[config.mk]
export PLATFORM = sky130hd
export DESIGN_NAME = sliding_trimmed_mean_filter_flat
export DESIGN_NICKNAME = d
export VERILOG_FILES = /design/src/stmf_pkg.sv /design/src/stmf_ifs.sv /design/src/sliding_trimmed_mean_filter.sv /design/src/stmf_ctrl.sv /design/src/stmf_datapath.sv /design/src/flat_wrapper.sv
export VERILOG_INCLUDE_DIRS = /design/src /design/src/src
export SDC_FILE = /design/constraint.sdc
export NUM_CORES = 1
export LEC_CHECK = 0
export ABC_AREA = 1
export BUFFER_PORTS_ARGS = -buffer_cell sky130_fd_sc_hd__buf_2
export CORE_UTILIZATION = 45
export DETAILED_ROUTE_END_ITERATION = 8
export PLACE_DENSITY = 0.57
export SETUP_SLACK_MARGIN = 0.1
export SKIP_LAST_GASP = 1
export SLEW_MARGIN = 40
export SYNTH_ARGS = -nofsm -noshare
export SYNTH_HDL_FRONTEND = slang
export SYNTH_SLANG_ARGS = --single-unit
[constraint.sdc]
create_clock -name clk -period 3.8 [get_ports clk]
set_input_delay 0.57 -clock clk [delete_from_list [all_inputs] [get_ports clk]]
set_output_delay 0.57 -clock clk [all_outputs]
set_load 0.01 [all_outputs]
[src/sliding_trimmed_mean_filter_macros.svh]
// assertion macros shared by the trimmed mean filter rtl
// no dependencies; defining ASSERT_OFF turns every check into nothing
`ifndef SLIDING_TRIMMED_MEAN_FILTER_MACROS_SVH
`define SLIDING_TRIMMED_MEAN_FILTER_MACROS_SVH

`ifndef ASSERT_OFF

`define STMF_ASSERT_ALWAYS(label, clk, rst_n, cond) \
    label: assert property (@(posedge clk) disable iff (!rst_n) (cond)) \
        else $error("check failed");

`define STMF_ASSERT_IMPLIES(label, clk, rst_n, ante, cons) \
    label: assert property (@(posedge clk) disable iff (!rst_n) (ante) |-> (cons)) \
        else $error("check failed");

`define STMF_ASSERT_NEXT(label, clk, rst_n, ante, cons) \
    label: assert property (@(posedge clk) disable iff (!rst_n) (ante) |=> (cons)) \
        else $error("check failed");

`else

`define STMF_ASSERT_ALWAYS(label, clk, rst_n, cond)
`define STMF_ASSERT_IMPLIES(label, clk, rst_n, ante, cons)
`define STMF_ASSERT_NEXT(label, clk, rst_n, ante, cons)

`endif

`endif

[src/stmf_pkg.sv]
// shared constants, fsm state type and controller/datapath structs
// no dependencies
package stmf_pkg;

    localparam int SAMPLE_W          = 8;
    localparam int CFG_W             = 4;
    localparam int MIN_WINDOW        = 3;
    localparam int WINDOW_DEPTH_DEF  = 8;
    localparam logic [CFG_W-1:0] WINDOW_SIZE_RESET = 4'd5;
    localparam int DIV_CNT_W         = $clog2(SAMPLE_W);

    typedef enum logic [2:0] {
        ST_IDLE,
        ST_SCAN,
        ST_PREP,
        ST_DIVIDE,
        ST_EMIT
    } stmf_state_t;

    typedef struct packed {
        logic load;
        logic scan_step;
        logic div_init;
        logic div_step;
        logic out_load;
    } stmf_cmd_t;

    typedef struct packed {
        logic fill_out;
        logic scan_last;
        logic div_last;
    } stmf_status_t;

endpackage

[src/stmf_ifs.sv]
// valid/ready channel interfaces for sample, result and config words
// depends on stmf_pkg
interface stmf_sample_if;
    import stmf_pkg::*;
    logic                valid;
    logic                ready;
    logic [SAMPLE_W-1:0] sample;

    modport source (output valid, output sample, input ready);
    modport sink   (input valid, input sample, output ready);
endinterface

interface stmf_filtered_if;
    import stmf_pkg::*;
    logic                valid;
    logic                ready;
    logic [SAMPLE_W-1:0] filtered;

    modport source (output valid, output filtered, input ready);
    modport sink   (input valid, input filtered, output ready);
endinterface

interface stmf_cfg_if;
    import stmf_pkg::*;
    logic             valid;
    logic             ready;
    logic [CFG_W-1:0] window_size;

    modport source (output valid, output window_size, input ready);
    modport sink   (input valid, input window_size, output ready);
endinterface

[src/sliding_trimmed_mean_filter.sv]
// top level of the sliding trimmed mean filter
// depends on stmf_pkg, stmf_ifs, stmf_ctrl and stmf_datapath
//
// usage:
//   samples: one 8-bit converter word per handshake (valid/ready)
//   results: one filtered word back for every sample word, in order
//   cfg:     window_size word, always ready, write only while idle
// while the window fills, the result is the sample itself, carried through
// the divider register and the emit step into the output register. once full,
// the block scans the n active entries for sum, min and max (one entry per
// cycle), drops min and max, and divides by n-2 with a restoring divider at
// one quotient bit per cycle before the emit step loads the output register.
// steps per full-window word: accept, scan, prep, divide and emit; while filling,
// only accept and emit. the scan loop and the serial divider set the time per word.
// the output register lets a new sample be accepted while the last result
// waits; if the receiver stalls, the next result holds in the emit step.
// reset: window length back to 5, fill count cleared, no result pending.
// window contents are not cleared; entries are written before being read.
module sliding_trimmed_mean_filter #(
    parameter int WINDOW_DEPTH = stmf_pkg::WINDOW_DEPTH_DEF
) (
    input logic      clk,
    input logic      rst_n,
    stmf_sample_if.sink     samples,
    stmf_filtered_if.source results,
    stmf_cfg_if.sink        cfg
);
    import stmf_pkg::*;

    stmf_cmd_t    cmd;
    stmf_status_t status;

    // config word is taken on any cycle
    assign cfg.ready = 1'b1;

    // sequencer: handshakes and step order
    stmf_ctrl u_ctrl (
        .clk       (clk),
        .rst_n     (rst_n),
        .in_valid  (samples.valid),
        .in_ready  (samples.ready),
        .out_valid (results.valid),
        .out_ready (results.ready),
        .status    (status),
        .cmd       (cmd)
    );

    // window, scan accumulators, divider and output word
    stmf_datapath #(
        .WINDOW_DEPTH (WINDOW_DEPTH)
    ) u_datapath (
        .clk             (clk),
        .rst_n           (rst_n),
        .cfg_valid       (cfg.valid),
        .cfg_window_size (cfg.window_size),
        .sample          (samples.sample),
        .filtered        (results.filtered),
        .cmd             (cmd),
        .status          (status)
    );

endmodule

[src/stmf_ctrl.sv]
// sequencing state machine for the trimmed mean filter
// depends on stmf_pkg; drives the datapath through stmf_cmd_t
module stmf_ctrl (
    input  logic                  clk,
    input  logic                  rst_n,
    input  logic                  in_valid,
    output logic                  in_ready,
    output logic                  out_valid,
    input  logic                  out_ready,
    input  stmf_pkg::stmf_status_t status,
    output stmf_pkg::stmf_cmd_t    cmd
);
    import stmf_pkg::*;

    stmf_state_t state_reg;
    stmf_state_t state_next;
    logic        out_valid_reg;
    logic        out_valid_next;

    always_ff @(posedge clk or negedge rst_n)
    begin
        if (!rst_n)
        begin
            state_reg     <= ST_IDLE;
            out_valid_reg <= 1'b0;
        end
        else
        begin
            state_reg     <= state_next;
            out_valid_reg <= out_valid_next;
        end
    end

    always_comb
    begin
        state_next = state_reg;
        cmd        = '0;
        in_ready   = 1'b0;
        unique case (state_reg)
            ST_IDLE:
            begin
                in_ready = 1'b1;
                if (in_valid)
                begin
                    cmd.load   = 1'b1;
                    state_next = status.fill_out ? ST_EMIT : ST_SCAN;
                end
            end
            ST_SCAN:
            begin
                cmd.scan_step = 1'b1;
                if (status.scan_last)
                begin
                    state_next = ST_PREP;
                end
            end
            ST_PREP:
            begin
                cmd.div_init = 1'b1;
                state_next   = ST_DIVIDE;
            end
            ST_DIVIDE:
            begin
                cmd.div_step = 1'b1;
                if (status.div_last)
                begin
                    state_next = ST_EMIT;
                end
            end
            ST_EMIT:
            begin
                // wait for the output register to free up
                if (!out_valid_reg || out_ready)
                begin
                    cmd.out_load = 1'b1;
                    state_next   = ST_IDLE;
                end
            end
            default:
            begin
                state_next = ST_IDLE;
            end
        endcase
    end

    always_comb
    begin
        priority if (cmd.out_load)
        begin
            out_valid_next = 1'b1;
        end
        else if (out_ready)
        begin
            out_valid_next = 1'b0;
        end
        else
        begin
            out_valid_next = out_valid_reg;
        end
    end

    assign out_valid = out_valid_reg;

endmodule

[src/stmf_datapath.sv]
// window storage, min/max/sum scan, serial divider and output register
// depends on stmf_pkg and the assertion macro header
`include "sliding_trimmed_mean_filter_macros.svh"

module stmf_datapath #(
    parameter int WINDOW_DEPTH = stmf_pkg::WINDOW_DEPTH_DEF
) (
    input  logic                          clk,
    input  logic                          rst_n,
    input  logic                          cfg_valid,
    input  logic [stmf_pkg::CFG_W-1:0]    cfg_window_size,
    input  logic [stmf_pkg::SAMPLE_W-1:0] sample,
    output logic [stmf_pkg::SAMPLE_W-1:0] filtered,
    input  stmf_pkg::stmf_cmd_t           cmd,
    output stmf_pkg::stmf_status_t        status
);
    import stmf_pkg::*;

    localparam int IDX_W = $clog2(WINDOW_DEPTH);
    localparam int CNT_W = $clog2(WINDOW_DEPTH + 1);
    localparam int SUM_W = $clog2(WINDOW_DEPTH * 255 + 1);
    localparam int REM_W = CNT_W + 1;

    logic [CFG_W-1:0]    window_size_reg;
    logic [CNT_W-1:0]    fill_count_reg;
    logic [SAMPLE_W-1:0] win_reg [WINDOW_DEPTH];
    logic [IDX_W-1:0]    idx_reg;
    logic [SUM_W-1:0]    sum_reg;
    logic [SAMPLE_W-1:0] min_reg;
    logic [SAMPLE_W-1:0] max_reg;
    logic [REM_W-1:0]    rem_reg;
    logic [SAMPLE_W-1:0] dvd_reg;
    logic [CNT_W-1:0]    divisor_reg;
    logic [DIV_CNT_W-1:0] div_cnt_reg;
    logic [SAMPLE_W-1:0] filtered_reg;

    logic [CNT_W-1:0]    eff_len;
    logic [IDX_W-1:0]    last_idx;
    logic                fill_lt;
    logic                full_now;
    logic [SAMPLE_W-1:0] rd;
    logic [SUM_W-1:0]    diff;
    logic [REM_W-1:0]    trial;
    logic                trial_ge;

    // window length saturated to the legal range
    always_comb
    begin
        priority if (int'(window_size_reg) < MIN_WINDOW)
        begin
            eff_len = CNT_W'(MIN_WINDOW);
        end
        else if (int'(window_size_reg) > WINDOW_DEPTH)
        begin
            eff_len = CNT_W'(WINDOW_DEPTH);
        end
        else
        begin
            eff_len = CNT_W'(window_size_reg);
        end
    end

    assign last_idx = IDX_W'(eff_len - CNT_W'(1));
    assign fill_lt  = fill_count_reg < eff_len;
    assign full_now = fill_lt ? ((fill_count_reg + CNT_W'(1)) >= eff_len) : 1'b1;
    assign rd       = win_reg[idx_reg];
    assign diff     = sum_reg - SUM_W'(min_reg) - SUM_W'(max_reg);
    assign trial    = {rem_reg[REM_W-2:0], dvd_reg[SAMPLE_W-1]};
    assign trial_ge = trial >= {1'b0, divisor_reg};

    assign status.fill_out  = !full_now;
    assign status.scan_last = idx_reg == last_idx;
    assign status.div_last  = div_cnt_reg == DIV_CNT_W'(SAMPLE_W - 1);
    assign filtered         = filtered_reg;

    always_ff @(posedge clk or negedge rst_n)
    begin
        if (!rst_n)
        begin
            window_size_reg <= WINDOW_SIZE_RESET;
            fill_count_reg  <= '0;
            idx_reg         <= '0;
            div_cnt_reg     <= '0;
        end
        else
        begin
            if (cfg_valid)
            begin
                window_size_reg <= cfg_window_size;
            end
            if (cmd.load && fill_lt)
            begin
                fill_count_reg <= fill_count_reg + CNT_W'(1);
            end
            if (cmd.load)
            begin
                idx_reg <= '0;
            end
            else if (cmd.scan_step)
            begin
                idx_reg <= idx_reg + IDX_W'(1);
            end
            if (cmd.div_init)
            begin
                div_cnt_reg <= '0;
            end
            else if (cmd.div_step)
            begin
                div_cnt_reg <= div_cnt_reg + DIV_CNT_W'(1);
            end
        end
    end

    // payload registers
    always_ff @(posedge clk)
    begin
        if (cmd.load)
        begin
            if (fill_lt)
            begin
                win_reg[fill_count_reg[IDX_W-1:0]] <= sample;
            end
            else
            begin
                // slide the active part of the window by one
                for (int i = 0; i < WINDOW_DEPTH; i++)
                begin
                    if (i + 1 < int'(eff_len))
                    begin
                        win_reg[i] <= win_reg[i + 1];
                    end
                    else if (i + 1 == int'(eff_len))
                    begin
                        win_reg[i] <= sample;
                    end
                end
            end
            sum_reg <= '0;
            min_reg <= '1;
            max_reg <= '0;
            // sample passes straight through while filling
            dvd_reg <= sample;
        end
        if (cmd.scan_step)
        begin
            sum_reg <= sum_reg + SUM_W'(rd);
            if (rd < min_reg)
            begin
                min_reg <= rd;
            end
            if (rd > max_reg)
            begin
                max_reg <= rd;
            end
        end
        if (cmd.div_init)
        begin
            // quotient fits 8 bits, so the upper part is already below the divisor
            rem_reg     <= REM_W'(diff >> SAMPLE_W);
            dvd_reg     <= diff[SAMPLE_W-1:0];
            divisor_reg <= eff_len - CNT_W'(2);
        end
        else if (cmd.div_step)
        begin
            if (trial_ge)
            begin
                rem_reg <= trial - {1'b0, divisor_reg};
                dvd_reg <= {dvd_reg[SAMPLE_W-2:0], 1'b1};
            end
            else
            begin
                rem_reg <= trial;
                dvd_reg <= {dvd_reg[SAMPLE_W-2:0], 1'b0};
            end
        end
        if (cmd.out_load)
        begin
            filtered_reg <= dvd_reg;
        end
    end

    `STMF_ASSERT_ALWAYS(a_fill_bound, clk, rst_n, int'(fill_count_reg) <= WINDOW_DEPTH)
    `STMF_ASSERT_IMPLIES(a_scan_in_window, clk, rst_n, cmd.scan_step, idx_reg <= last_idx)
    `STMF_ASSERT_NEXT(a_rem_below_div, clk, rst_n, cmd.div_init, rem_reg < REM_W'(divisor_reg))

endmodule

[src/flat_wrapper.sv]
// flat-port wrapper written by rule: the top's interface ports become plain ports
module sliding_trimmed_mean_filter_flat import stmf_pkg::*;
#(
    parameter int WINDOW_DEPTH = stmf_pkg::WINDOW_DEPTH_DEF
)
  (clk, rst_n, samples_valid, samples_sample, samples_ready, results_valid, results_filtered, results_ready, cfg_valid, cfg_window_size, cfg_ready);
  stmf_sample_if samples_i ();
  stmf_filtered_if results_i ();
  stmf_cfg_if cfg_i ();
  input logic clk;
  input logic rst_n;
  input wire logic [$bits(samples_i.valid)-1:0] samples_valid;
  input wire logic [$bits(samples_i.sample)-1:0] samples_sample;
  output wire logic [$bits(samples_i.ready)-1:0] samples_ready;
  output wire logic [$bits(results_i.valid)-1:0] results_valid;
  output wire logic [$bits(results_i.filtered)-1:0] results_filtered;
  input wire logic [$bits(results_i.ready)-1:0] results_ready;
  input wire logic [$bits(cfg_i.valid)-1:0] cfg_valid;
  input wire logic [$bits(cfg_i.window_size)-1:0] cfg_window_size;
  output wire logic [$bits(cfg_i.ready)-1:0] cfg_ready;
  assign samples_i.valid = samples_valid;
  assign samples_i.sample = samples_sample;
  assign samples_ready = samples_i.ready;
  assign results_valid = results_i.valid;
  assign results_filtered = results_i.filtered;
  assign results_i.ready = results_ready;
  assign cfg_i.valid = cfg_valid;
  assign cfg_i.window_size = cfg_window_size;
  assign cfg_ready = cfg_i.ready;
  sliding_trimmed_mean_filter #(.WINDOW_DEPTH(WINDOW_DEPTH)) u_core (.clk(clk), .rst_n(rst_n), .samples(samples_i), .results(results_i), .cfg(cfg_i));
endmodule
## Word-level counts from Yosys, hierarchy flattened

Memories as Yosys holds them, arrays and structs flattened.
Cells that the tools add are included.

| word-level totals | value |
|---|---|
| register bits after elaboration | 69 |
| bits in latches | 0 |
| bits in writable memories | 64 |
| ROM bits | 0 |
| output and inout port bits | 11 |
| memories | 1 |

Memories:

| name | depth | bits a word | read ports | clocked after memory_dff | wr ports | line | RTL |
|---|---|---|---|---|---|---|---|
| u_core.u_datapath.win_reg | 8 | 8 | 9 | 0 | 8 | stmf_datapath.sv:26 | `logic [SAMPLE_W-1:0] win_reg [WINDOW_DEPTH];` |

| cells by class | value |
|---|---|
| add/subtract/negate cells | 9 |
| multipliers | 0 |
| divide/modulo/power cells | 0 |
| $lt $le $gt $ge | 15 |
| equal/unequal tests | 18 |
| shifts and indexed selects | 0 |
| muxes and demuxes | 124 |
| bitwise logic cells | 8 |
| reduce and logical (&&, ||, !) cells | 10 |

Operators by type and width:

| cell | number |
|---|---|
| 8-bit 2-to-1 mux | 18 |
| 1-bit 2-to-1 mux | 88 |
| 3-bit 2-to-1 mux | 12 |
| 11-bit 2-to-1 mux | 2 |
| 11-bit by 8-bit subtractor with 11-bit output | 2 |
| 4-bit equality test (first input constant) | 5 |
| 3-bit by 4-bit less-than comparator with 1-bit output (first input constant) | 4 |
| 3-bit case mux with 5 select lines | 1 |
| 4-bit 2-to-1 mux | 3 |
| 11-bit by 8-bit adder with 11-bit output | 1 |
| 3-bit by 4-bit equality test with 1-bit output (first input constant) | 2 |
| 8-bit > comparator | 1 |
| 2-bit by 4-bit less-than comparator with 1-bit output (first input constant) | 2 |
| 8-bit less-than comparator | 1 |
| 1-bit bitwise OR | 8 |
| 8-bit OR reduction | 1 |
| 3-bit by 1-bit adder with 3-bit output (second input constant) | 2 |
| 3-bit by 2-bit equality test with 1-bit output (second input constant) | 2 |
| 3-bit equality test (second input constant) | 2 |
| 2-bit nonzero test | 3 |
| 5-bit by 4-bit >= comparator with 1-bit output | 1 |
| 4-bit by 1-bit adder with 4-bit output (second input constant) | 1 |
| 2-bit by 4-bit equality test with 1-bit output (first input constant) | 1 |
| 4-bit >= comparator | 1 |
| 18 further kinds | 20 |

## Depth between registers and ports, before layout

| depth | value |
|---|---|
| word-level depth | 12 |
| mapped depth | 21 |
| mapped depth without buffers | 18 |

## Cells and area by module

Synthesis repeated with hierarchy kept, for this count alone.

| unflattened totals | value |
|---|---|
| cell total of the unflattened synthesis | 938 |
| area, all modules | 8196.6 µm² |

Modules (own cells, without submodules):

| module | times used | cells an instance | area each (µm²) | sequential area each (µm²) |
|---|---|---|---|---|
| stmf_datapath | 1 | 890 | 7888.8 | 3636.0 |
| stmf_ctrl | 1 | 46 | 296.5 | 100.1 |
| sliding_trimmed_mean_filter | 1 | 2 | 11.3 | 0.0 |

## Worst setup path before layout

OpenSTA, ideal clock, no wires.

| path | value |
|---|---|
| path type | flip-flop to flip-flop |
| start point | reg u_core.u_datapath.window_size_reg[3] |
| end point | mem u_core.u_datapath.win_reg[6][0] (enable) |
| library setup time | 0.387 ns |
| arrival time | 2.707 ns |
| required time | 3.413 ns |
| setup slack | 0.706 ns |
| stages on the path, launching flop included | 13 |
| path buffers | 0 |
| clock period less this slack | 3.094 ns |
| cell sequence | dfrtp_1 -> a21oi_1 -> inv_1 -> ha_1 -> inv_1 -> nor2_1 -> o211ai_1 -> nand2_1 -> nor2_4 -> inv_1 -> nor2_1 -> inv_1 -> o31ai_1 |

RTL lines:

| item | line | RTL |
|---|---|---|
| start: declaration | stmf_datapath.sv:24 | `logic [CFG_W-1:0] window_size_reg;` |
| start signal: assignment | stmf_datapath.sv:89 | `window_size_reg <= cfg_window_size;` |
| end: declaration | stmf_datapath.sv:26 |  |

==> reports/summary.log <==
INFO  synthesis      synth_enable_flop_cells=98
INFO  clock_network  cts_resized=0
INFO  cells_and_area final_cell_count_no_fill=1204
INFO  critical_path  setup.worst_path.end_class=flop
INFO  synthesis      synth.area.mux_share=2.07%
INFO  synthesis      synth.net_count=1017
INFO  global_routing grt_total_ovfl=0
INFO  global_routing antenna_found_initial=0
INFO  synthesis      synth_flop_cell=sky130_fd_sc_hd__edfxtp_1
INFO  synthesis      ys_seq_area_share=45.8%
INFO  outcome        status=completed
INFO  synthesis      synth_area_leaders=sky130_fd_sc_hd__edfxtp_1, sky130_fd_sc_hd__nand2_1, sky130_fd_sc_hd__ha_1, sky130_fd_sc_hd__inv_1, sky130_fd_sc_hd__o21ai_0
INFO  cells_and_area largest_register_ff_count=64
INFO  power_and_ir_drop worst_ir_drop_vdd=0.640mV
INFO  synthesis      synth_top_area_cell=sky130_fd_sc_hd__edfxtp_1
INFO  cells_and_area synthToLayoutAreaGrowth=12.2%
INFO  critical_path  critical_path.startpoint_type=flop
INFO  cells_and_area most_frequent_cells_in_the_layout=sky130_fd_sc_hd__nand2_1, sky130_fd_sc_hd__inv_1, sky130_fd_sc_hd__edfxtp_1
INFO  global_routing first_global_vias=6094
INFO  clock_network  numCtsBuffers=17
INFO  critical_path  cell_breakdown_of_the_critical_path=a21oi_1 -> inv_1 -> ha_1 -> inv_1 -> nor2_1 -> o211ai_1 -> nand2_1 -> nand2_1 -> nor2_4 -> inv_2 -> o21ai_1
INFO  synthesis      synth_fa_ha_area_share=11.1%
INFO  detailed_routing detail_route.drc_violations=0
INFO  sta            setup_total_negative_slack=0ns
INFO  clock_network  numClockSinks=133
INFO  clock_network  h-tree-depth=4
INFO  floorplan      fp-row-count=48
INFO  clock_network  cts_root_buffer=sky130_fd_sc_hd__clkbuf_16
INFO  cells_and_area stdcell_area=9150um^2
INFO  sta            worstMarginPinSlew=0.827ns
INFO  power_and_ir_drop cellPowerDensity=963nW/um^2
INFO  detailed_routing vias=6258
INFO  clock_network  cts_tree=done
INFO  placement      place_inst=1170
INFO  placement      buffer_ports.inserted=26
INFO  critical_path  timing.critical_path.max_delay_family=compound AO/OA/AOI/OAI gates
INFO  critical_path  crit_type=reg -> reg
INFO  sta            final_critical_delay_including_setup_and_external_delays=3.36ns
INFO  clock_network  hold_buffers=0
INFO  detailed_routing drt_pass1_iterations=5
INFO  power_and_ir_drop power=8.81mW
INFO  cells_and_area design.final.nets=1049
INFO  cells_and_area mostFrequentLayoutCell=sky130_fd_sc_hd__nand2_1
INFO  cells_and_area count_of_inserted_antenna_diode_cells=0
INFO  clock_network  post-cts-setup-buffers=0
INFO  sta            rsz_0062_raised_after_global_routing=no
INFO  placement      placed_cell_area=8530um^2
INFO  synthesis      synth_top_area_share=36.1%
INFO  synthesis      synthesis.area=8150um^2
INFO  detailed_routing dr.first_iter.drc_count=452
INFO  placement      place.gp.congestion=0.836
INFO  placement      detailed_place_hpwl=15300um
INFO  floorplan      die-height=137um
INFO  clock_network  clock_path_buffers=2
INFO  critical_path  critical_path.max_fanout=11
INFO  global_routing globalRouteTotalUtil=23.8%
INFO  floorplan      top_level_ports=28
INFO  synthesis      number_of_unique_standard_cell_types_used_by_synthesis=50
INFO  sta            max_clock_freq=0.298GHz
INFO  floorplan      fp.dieArea=18700um^2
INFO  critical_path  critPathArrivalTime=3.42ns
INFO  critical_path  critical_path_buf_inv_count=3
INFO  synthesis      synth_warnings=0
INFO  cells_and_area fillers=1640
INFO  synthesis      postSynthAreaPerCell=8.73um^2
INFO  sta            finalMaxSlewViolations=0
INFO  critical_path  max_stage_delay=0.46ns
INFO  synthesis      synth_cells=934
INFO  floorplan      floorplan.initialDensity=46.6%
INFO  detailed_routing routed_via_density=5.20
INFO  detailed_routing drt.antenna.violating_nets=0
INFO  cells_and_area final_layout_size_suffix_gt1_share=12.2%
INFO  sta            slew_headroom=44.7%
INFO  synthesis      synth-async-reset-ratio=13.5%
INFO  global_routing grt_first_pass_wirelength=32800um
INFO  clock_network  clk_latency=0.43ns
INFO  detailed_routing wirelength=20400um
INFO  detailed_routing routedWlPerCell=16.9um
INFO  critical_path  worst_path_required_time=3.86ns
INFO  hold_path      min-delay-path-class=in -> async
INFO  synthesis      synth_area_in_xor_xnor=1.29%
INFO  synthesis      ys_ff_latch=133
INFO  sta            worst_clock_skew=0.00748ns
INFO  synthesis      combinational_family_with_the_most_area_after_synthesis=simple AND/OR/NAND/NOR gates
INFO  global_routing largest_net_degree_at_the_start_of_global_routing=34
INFO  power_and_ir_drop cellLeakagePower=4.23nW
INFO  critical_path  worst_path_max_delay_cell=sky130_fd_sc_hd__a21oi_1
INFO  floorplan      die_x=137um
INFO  sta            timing_hold_violations_final=0
INFO  sta            final-setup-viol-count=0
INFO  synthesis      synth_compound_gate_area_share=14.6%
INFO  synthesis      synthSimpleGateAreaFrac=16.4%
INFO  sta            final.period_utilization=88.4%
INFO  sta            timing.hold.ws=0.0931ns
INFO  clock_network  clk_pin_slew=0.06ns
INFO  floorplan      placeableCoreArea=17500um^2
INFO  job            maxCapViolations=0
path summary, 6_finish.rpt:
path	start	end	slack [ns]	depth (start not counted)
min in group clk	cfg_window_size[0]	u_core.u_datapath.window_size_reg[0]$_DFFE_PN1P_	0.38	2
setup / recovery	u_core.u_datapath.window_size_reg[3]$_DFFE_PN0P_	u_core.u_datapath.win_reg[7][0]$_DFFE_PP_	0.44	11
setup reg to reg	u_core.u_datapath.window_size_reg[3]$_DFFE_PN0P_	u_core.u_datapath.win_reg[7][0]$_DFFE_PP_	0.44	11
hold / removal	rst_n	u_core.u_datapath.window_size_reg[1]$_DFFE_PN0P_	0.09	1
max in group asynchronous	rst_n	u_core.u_datapath.window_size_reg[0]$_DFFE_PN1P_	3.36	1
hold reg to reg	u_core.u_datapath.dvd_reg[0]$_DFFE_PP_	u_core.u_datapath.filtered[0]$_DFFE_PP_	0.45	0
per-layer routing:
layer / routed length, um / part of all wire [%] / vias up / track usage, %
met3: 1010 / 4.9 / 24 / 4.52
li1: - / - / 3176 / -
met1: 9620 / 47 / 2889 / 32.0
met4: 286 / 1.4 / 0 / 7.84
met5: 0 / 0 / - / 0
met2: 9460 / 46 / 169 / 38.4
logic make-up (layout without fill, tap and decap cells):
| family | count (synthesis) | after routing |
|---|---|---|
| and+or+nand+nor | 315 | 315 |
| buffers and inverters | 180 | 225 |
| adders and majority gates | 66 | 66 |
| other | 1 | 1 |
| AOI/OAI and AO/OA | 214 | 214 |
| xor gates and xnor gates | 12 | 12 |
| muxes | 13 | 13 |
| DFF | 133 | 133 |
area by class of cell:
type                    count  area (um^2)  area share [%]
inverters                 149          562            6.14
repair buffers             44          260            2.85
clock inverters            15          178            1.94
multi-input cells         621         3700            40.5
clock buffers              17          425            4.65
well taps                 225          282            3.08
flip-flops and latches    133         3740            40.9
power breakdown:
group	internal, mW	switching [mW]
logic	1.64	3.02
clock network	1.03	0.668
registers	2.17	0.280
synthesized netlist by cell type (3+ instances only):
cell type	count
sky130_fd_sc_hd__ha_1	56
sky130_fd_sc_hd__o21ai_0	96
sky130_fd_sc_hd__nor2_1	38
sky130_fd_sc_hd__dfxtp_1	17
sky130_fd_sc_hd__o21ai_1	26
sky130_fd_sc_hd__nor3_1	4
sky130_fd_sc_hd__nand2_2	6
sky130_fd_sc_hd__buf_1	3
sky130_fd_sc_hd__nand3_1	44
sky130_fd_sc_hd__edfxtp_1	98
sky130_fd_sc_hd__o211ai_1	9
sky130_fd_sc_hd__a21oi_1	60
sky130_fd_sc_hd__mux2_4	6
sky130_fd_sc_hd__buf_4	6
sky130_fd_sc_hd__fa_1	10
sky130_fd_sc_hd__clkbuf_1	14
sky130_fd_sc_hd__buf_2	7
sky130_fd_sc_hd__inv_1	140
sky130_fd_sc_hd__nor2_4	5
sky130_fd_sc_hd__xnor2_1	3
sky130_fd_sc_hd__nand2_1	210
sky130_fd_sc_hd__a211oi_1	3
sky130_fd_sc_hd__dfrtp_1	16
sky130_fd_sc_hd__inv_2	8
sky130_fd_sc_hd__xor2_1	9
sky130_fd_sc_hd__mux2_2	7
metrics by stage:
step | setup WS [ns] | util, %
after floorplan | 0.706 | -
after global placement | 0.397 | 48.8
after detailed placement | 0.381 | 48.8
after CTS | 0.367 | 52.2
after global routing | 0.180 | 52.3
final | 0.441 | 52.3
No activity file was read; power rests on OpenSTA's default activity.
